File: src/rtl/core/rlt_mem.sv
// entry memory: one write port, one registered read port
`default_nettype none
module rlt_mem #(
    parameter int unsigned AW = 8,
    parameter int unsigned DW = 8
) (
    input  wire logic          i_clk,
    input  wire logic          i_we,
    input  wire logic [AW-1:0] i_waddr,
    input  wire logic [DW-1:0] i_wdata,
    input  wire logic [AW-1:0] i_raddr,
    output logic [DW-1:0]      o_rdata
);
    logic [DW-1:0] r_mem [2**AW];

    // synchronous write and read
    always_ff @(posedge i_clk) begin
        if (i_we) begin
            r_mem[i_waddr] <= i_wdata;
        end
        o_rdata <= r_mem[i_raddr];
    end
endmodule
`default_nettype wire

File: config.mk
export PLATFORM = sky130hd
export DESIGN_NAME = rlt_mem
export DESIGN_NICKNAME = d
export VERILOG_FILES = /design/src/rtl/core/rlt_mem.sv
export SDC_FILE = /design/constraint.sdc
export NUM_CORES = 2
export LEC_CHECK = 0
export BUFFER_PORTS_ARGS = -buffer_cell sky130_fd_sc_hd__buf_2
export CAP_MARGIN = 15
export CORE_AREA = 2 2 499 303
export DETAILED_ROUTE_END_ITERATION = 8
export DIE_AREA = 0 0 501 305
export PLACE_DENSITY = 0.69
export SLEW_MARGIN = 5
export SYNTH_ARGS = -nofsm -noshare
export SYNTH_HDL_FRONTEND = slang
export SYNTH_SLANG_ARGS = --single-unit
File: constraint.sdc
create_clock -name i_clk -period 3.2 [get_ports i_clk]
set_input_delay 0.8 -clock i_clk [delete_from_list [all_inputs] [get_ports i_clk]]
set_output_delay 0.8 -clock i_clk [all_outputs]
set_load 0.01 [all_outputs]
After elaboration in Yosys (flattened, before gate mapping). Memory sizes are Yosys's and may differ from the RTL's. A register that Yosys moved wholly into a read port is not among the register bits. Index checks and enable logic that the tools add are counted.

Register bits: 0. RAM bits: 2048. Output and inout bits: 8. Logic and storage cells: 3. Memories kept: 1.

Memory list: r_mem (words 256, width 8, rd ports 1, clocked after Yosys merged registers in 1, wr ports 1, line 14) `logic [DW-1:0] r_mem [2**AW];`.

Multiplexer cells: 2.

Operator list (count): $mux W1 (2).

Longest topological paths before layout.
Word-level depth: 2. Depth in mapped cells: 11. Mapped depth without buffers: 6.

Least setup slack after synthesis. OpenSTA, ideal clock, no wires.

Path type: in2reg. From: input port i_raddr[0]. To: register o_rdata[2], read port of r_mem. Setup time: 0.131 ns. Arrival time: 2.607 ns. Required time: 3.069 ns. Slack: 0.462 ns. Cell stages on the path: 9. Buffers on the path: 4. Cells stage by stage: buf_6 > buf_12 > buf_8 > buf_2 > mux4_2 > a22oi_1 > a21oi_1 > nor4_1 > nor4_2.

RTL lines: start: declaration (line 11) `input wire logic [AW-1:0] i_raddr,`; end: declaration (line 12) `output logic [DW-1:0] o_rdata`.

==> flow_metrics.py <==
metrics = {
    "setup_path": {
        "end_kind": "flop",
        "r2r-start": "r_mem[101][0]",
        "critPathKind": "in -> reg",
        "r2r_cells": 9,
        "critical_path.max_fanout": 23,
        "crit_path_start_kind": "input pin",
        "setup.worst_path.start": "i_raddr[0]",
        "cp.required_ns": 3.87,
        "arrival_ns": 3.86,
    },
    "yosys": {
        "avgSynthCellArea_um2": 21.31,
        "netlist_top_cells_area": "edfxtp_1, mux4_2, mux2i_1",
        "seq_area_frac_synth_pct": 77.50,
        "synth.most_common_cell": "edfxtp_1",
        "synth_common_cells": "edfxtp_1, mux4_2, nor2_1",
        "async_flop_share_pct": 0,
        "synth_edf_count": 2048,
        "synth_top_area_share_pct": 77.30,
        "ys_warn_count": 0,
        "yosys.cell_types.count": 55,
        "ys.flop_type": "edfxtp_1",
        "syn_inst": 3733,
        "yosysTopAreaCell": "edfxtp_1",
        "syn-num-nets": 3759,
        "synth.ff_latch_count": 2056,
        "netlist_area_um2": 79560,
    },
    "timing": {
        "hold_violations": 0,
        "max_slew_margin_pct": 19.68,
        "setup_viol": 0,
        "fmax_mhz": 314.1,
        "post-route-min-period_ns": 3.184,
        "slew_violations": 0,
        "finClkSkew_ns": 0.02384,
        "rsz0062_at_grt": "false",
        "tightest_slew_ns": 1.202,
        "whs_ns": 0.4049,
        "period_share_pct": 99.49,
    },
    "cts": {
        "clk_latency_ns": 0.82,
        "cts_htree_levels": 4,
        "ctsHoldBuffers": 0,
        "cts_tree": "built",
        "cts_made_buffers": 173,
        "cts_num_sinks": 2056,
        "cts.clk_slew.worst_paths_ns": 0.07,
        "post_cts_buffers": 0,
        "clock-root-buffer": "clkbuf_16",
        "cts_max_path_buffers": 3,
    },
    "drt": {
        "drt_iter0_markers": 6486,
        "drc_errors": 0,
        "ant_nets": 0,
        "viasPerCell": 6.492,
        "wl_per_cell_um": 31.97,
        "drtPass1Iterations": 6,
        "wl_um": 207200,
        "vias": 42074,
    },
    "final_layout": {
        "utilization_pct": 62.08,
        "drive_gt1_share_pct": 31.45,
        "area_growth_pct": 15.88,
        "diodes": 0,
        "num-nets-final": 4404,
        "num-fill-cells": 10025,
    },
    "global_routing": {
        "grt_start_max_net_pins": 129,
        "grt_util_all_layers_pct": 27.24,
        "antenna_found_initial": 9,
        "grt_pass1_wl_um": 296000,
        "grt_pass1_vias": 40532,
        "grt_overflow": 0,
    },
    "placement": {
        "gp_congestion": 0.8965,
        "dp_hpwl_um": 136000,
        "port_buffers": 33,
    },
    "floorplanning": {
        "ios": 34,
        "start_util_pct": 53.57,
        "core_area_um2": 148500,
        "core.rowCount": 110,
        "die_h_um": 305,
        "die_area_um2": 152800,
        "die_w_um": 501,
    },
    "pwr": {
        "power.leakage_nw": 29.78,
        "total_power_w": 0.05384,
        "power_density_nw_per_um2": 584.0,
        "vdd_drop_max_v": 0.0005563,
    },
    "run": {
        "drv_cap": 0,
    },
    "status": {
        "outcome": "finished clean",
    },
    "min_path": {
        "holdPathStages": 1,
        "hold_path_class": "in -> reg",
        "hold_path_startpoint": "i_wdata[2]",
    },
}
==> worst paths after layout <==
kind | slack, ns | endpoint
worst max-delay path | 0.02 | o_rdata[0]
worst min-delay path | 0.40 | r_mem[113][2]
worst max register to register | 0.46 | o_rdata[0]
worst min register to register | 1.12 | o_rdata[4]
==> logic make-up (layout without fill, tap and decap cells) <==
| family | after synthesis | after routing | synth area share [%] |
|---|---|---|---|
| AOI/OAI and AO/OA | 385 | 385 | 3.419 |
| buffers and inverters | 235 | 1023 | 1.831 |
| DFF | 2056 | 2056 | 77.50 |
| muxes | 591 | 591 | 14.62 |
| and+or+nand+nor | 466 | 466 | 2.628 |
==> flip-flops by register name, indices dropped and copies added (netlist names) <==
| register | count |
|---|---|
| r_mem | 2048 |
| o_rdata | 8 |
==> routing by layer <==
layer / part of all wire [%] / track usage [%] / up-vias
li1: - / - / 16961
met1: 42 / 42.96 / 21975
met2: 42 / 36.66 / 2845
met3: 14 / 9.215 / 285
met4: 2.1 / 6.569 / 8
met5: 0.021 / 0 / -
==> timing repair <==
action	CTS	global route
endpoints found under the hold margin	0	0
resized for setup	0	1
setup endpoints to repair	0	1
==> cells in the final DEF (no fill, tap or decap), drive strengths merged, types with 10 or more instances in the layout <==
| master | synthesis | final |
|---|---|---|
| edfxtp | 2048 | 2048 |
| o22ai | 28 | 28 |
| o221ai | 47 | 47 |
| clkbuf | 111 | 212 |
| clkinv | 1 | 84 |
| nor3 | 22 | 22 |
| nand2 | 33 | 33 |
| nor4 | 27 | 27 |
| buf | 122 | 697 |
| nand4 | 10 | 10 |
| mux4 | 456 | 456 |
| o21ai | 12 | 12 |
| mux2i | 134 | 134 |
| bufinv | 0 | 17 |
| a221oi | 14 | 14 |
| a21oi | 96 | 96 |
| o211ai | 10 | 10 |
| a22oi | 133 | 133 |
| nor2 | 282 | 282 |
| nand3 | 34 | 34 |
| a211oi | 16 | 16 |
| nor2b | 31 | 31 |
==> metrics by stage <==
step                      setup TNS [ns]  worst slack (ns)  std cells  cell area, um^2
final                                  0           0.01632       6481            92190
after global routing                   0           0.01584       6481            92190
after CTS                              0           0.05991       6481            92190
after detailed placement          -4.531           -0.8006       6163            86630
after global placement            -4.259           -0.8141       6163            86630
after floorplan                        0            0.4621       3733            79560
==> layout make-up <==
type	instances	area [um^2]	share of cell area, %
clock buffers	206	4496	4.876
inverters	2	7.507	0.008143
flip-flops and latches	2056	61660	66.88
well taps	1960	2452	2.660
repair buffers	703	6018	6.528
clock inverters	112	1061	1.151
multi-input cells	1442	16500	17.90
==> where the power goes <==
part | internal, W | leakage, nW | switching [W]
clock network | 0.0114 | 2.71 | 0.00959
logic | 0.00121 | 8.60 | 0.00190
registers | 0.0297 | 18.5 | 0.0000405
==> critical path: stages <==
cell and delay (ns):
buf_8 0.27, buf_12 0.21, buf_12 0.23, mux4_2 0.52
nor2b_1 0.14, a211oi_1 0.25, buf_4 0.16, nor3_1 0.04
buf_4 0.16, nor4_1 0.72, buf_4 0.23, nor4_2 0.04
Note: power is estimated with default switching activity, not from simulation.
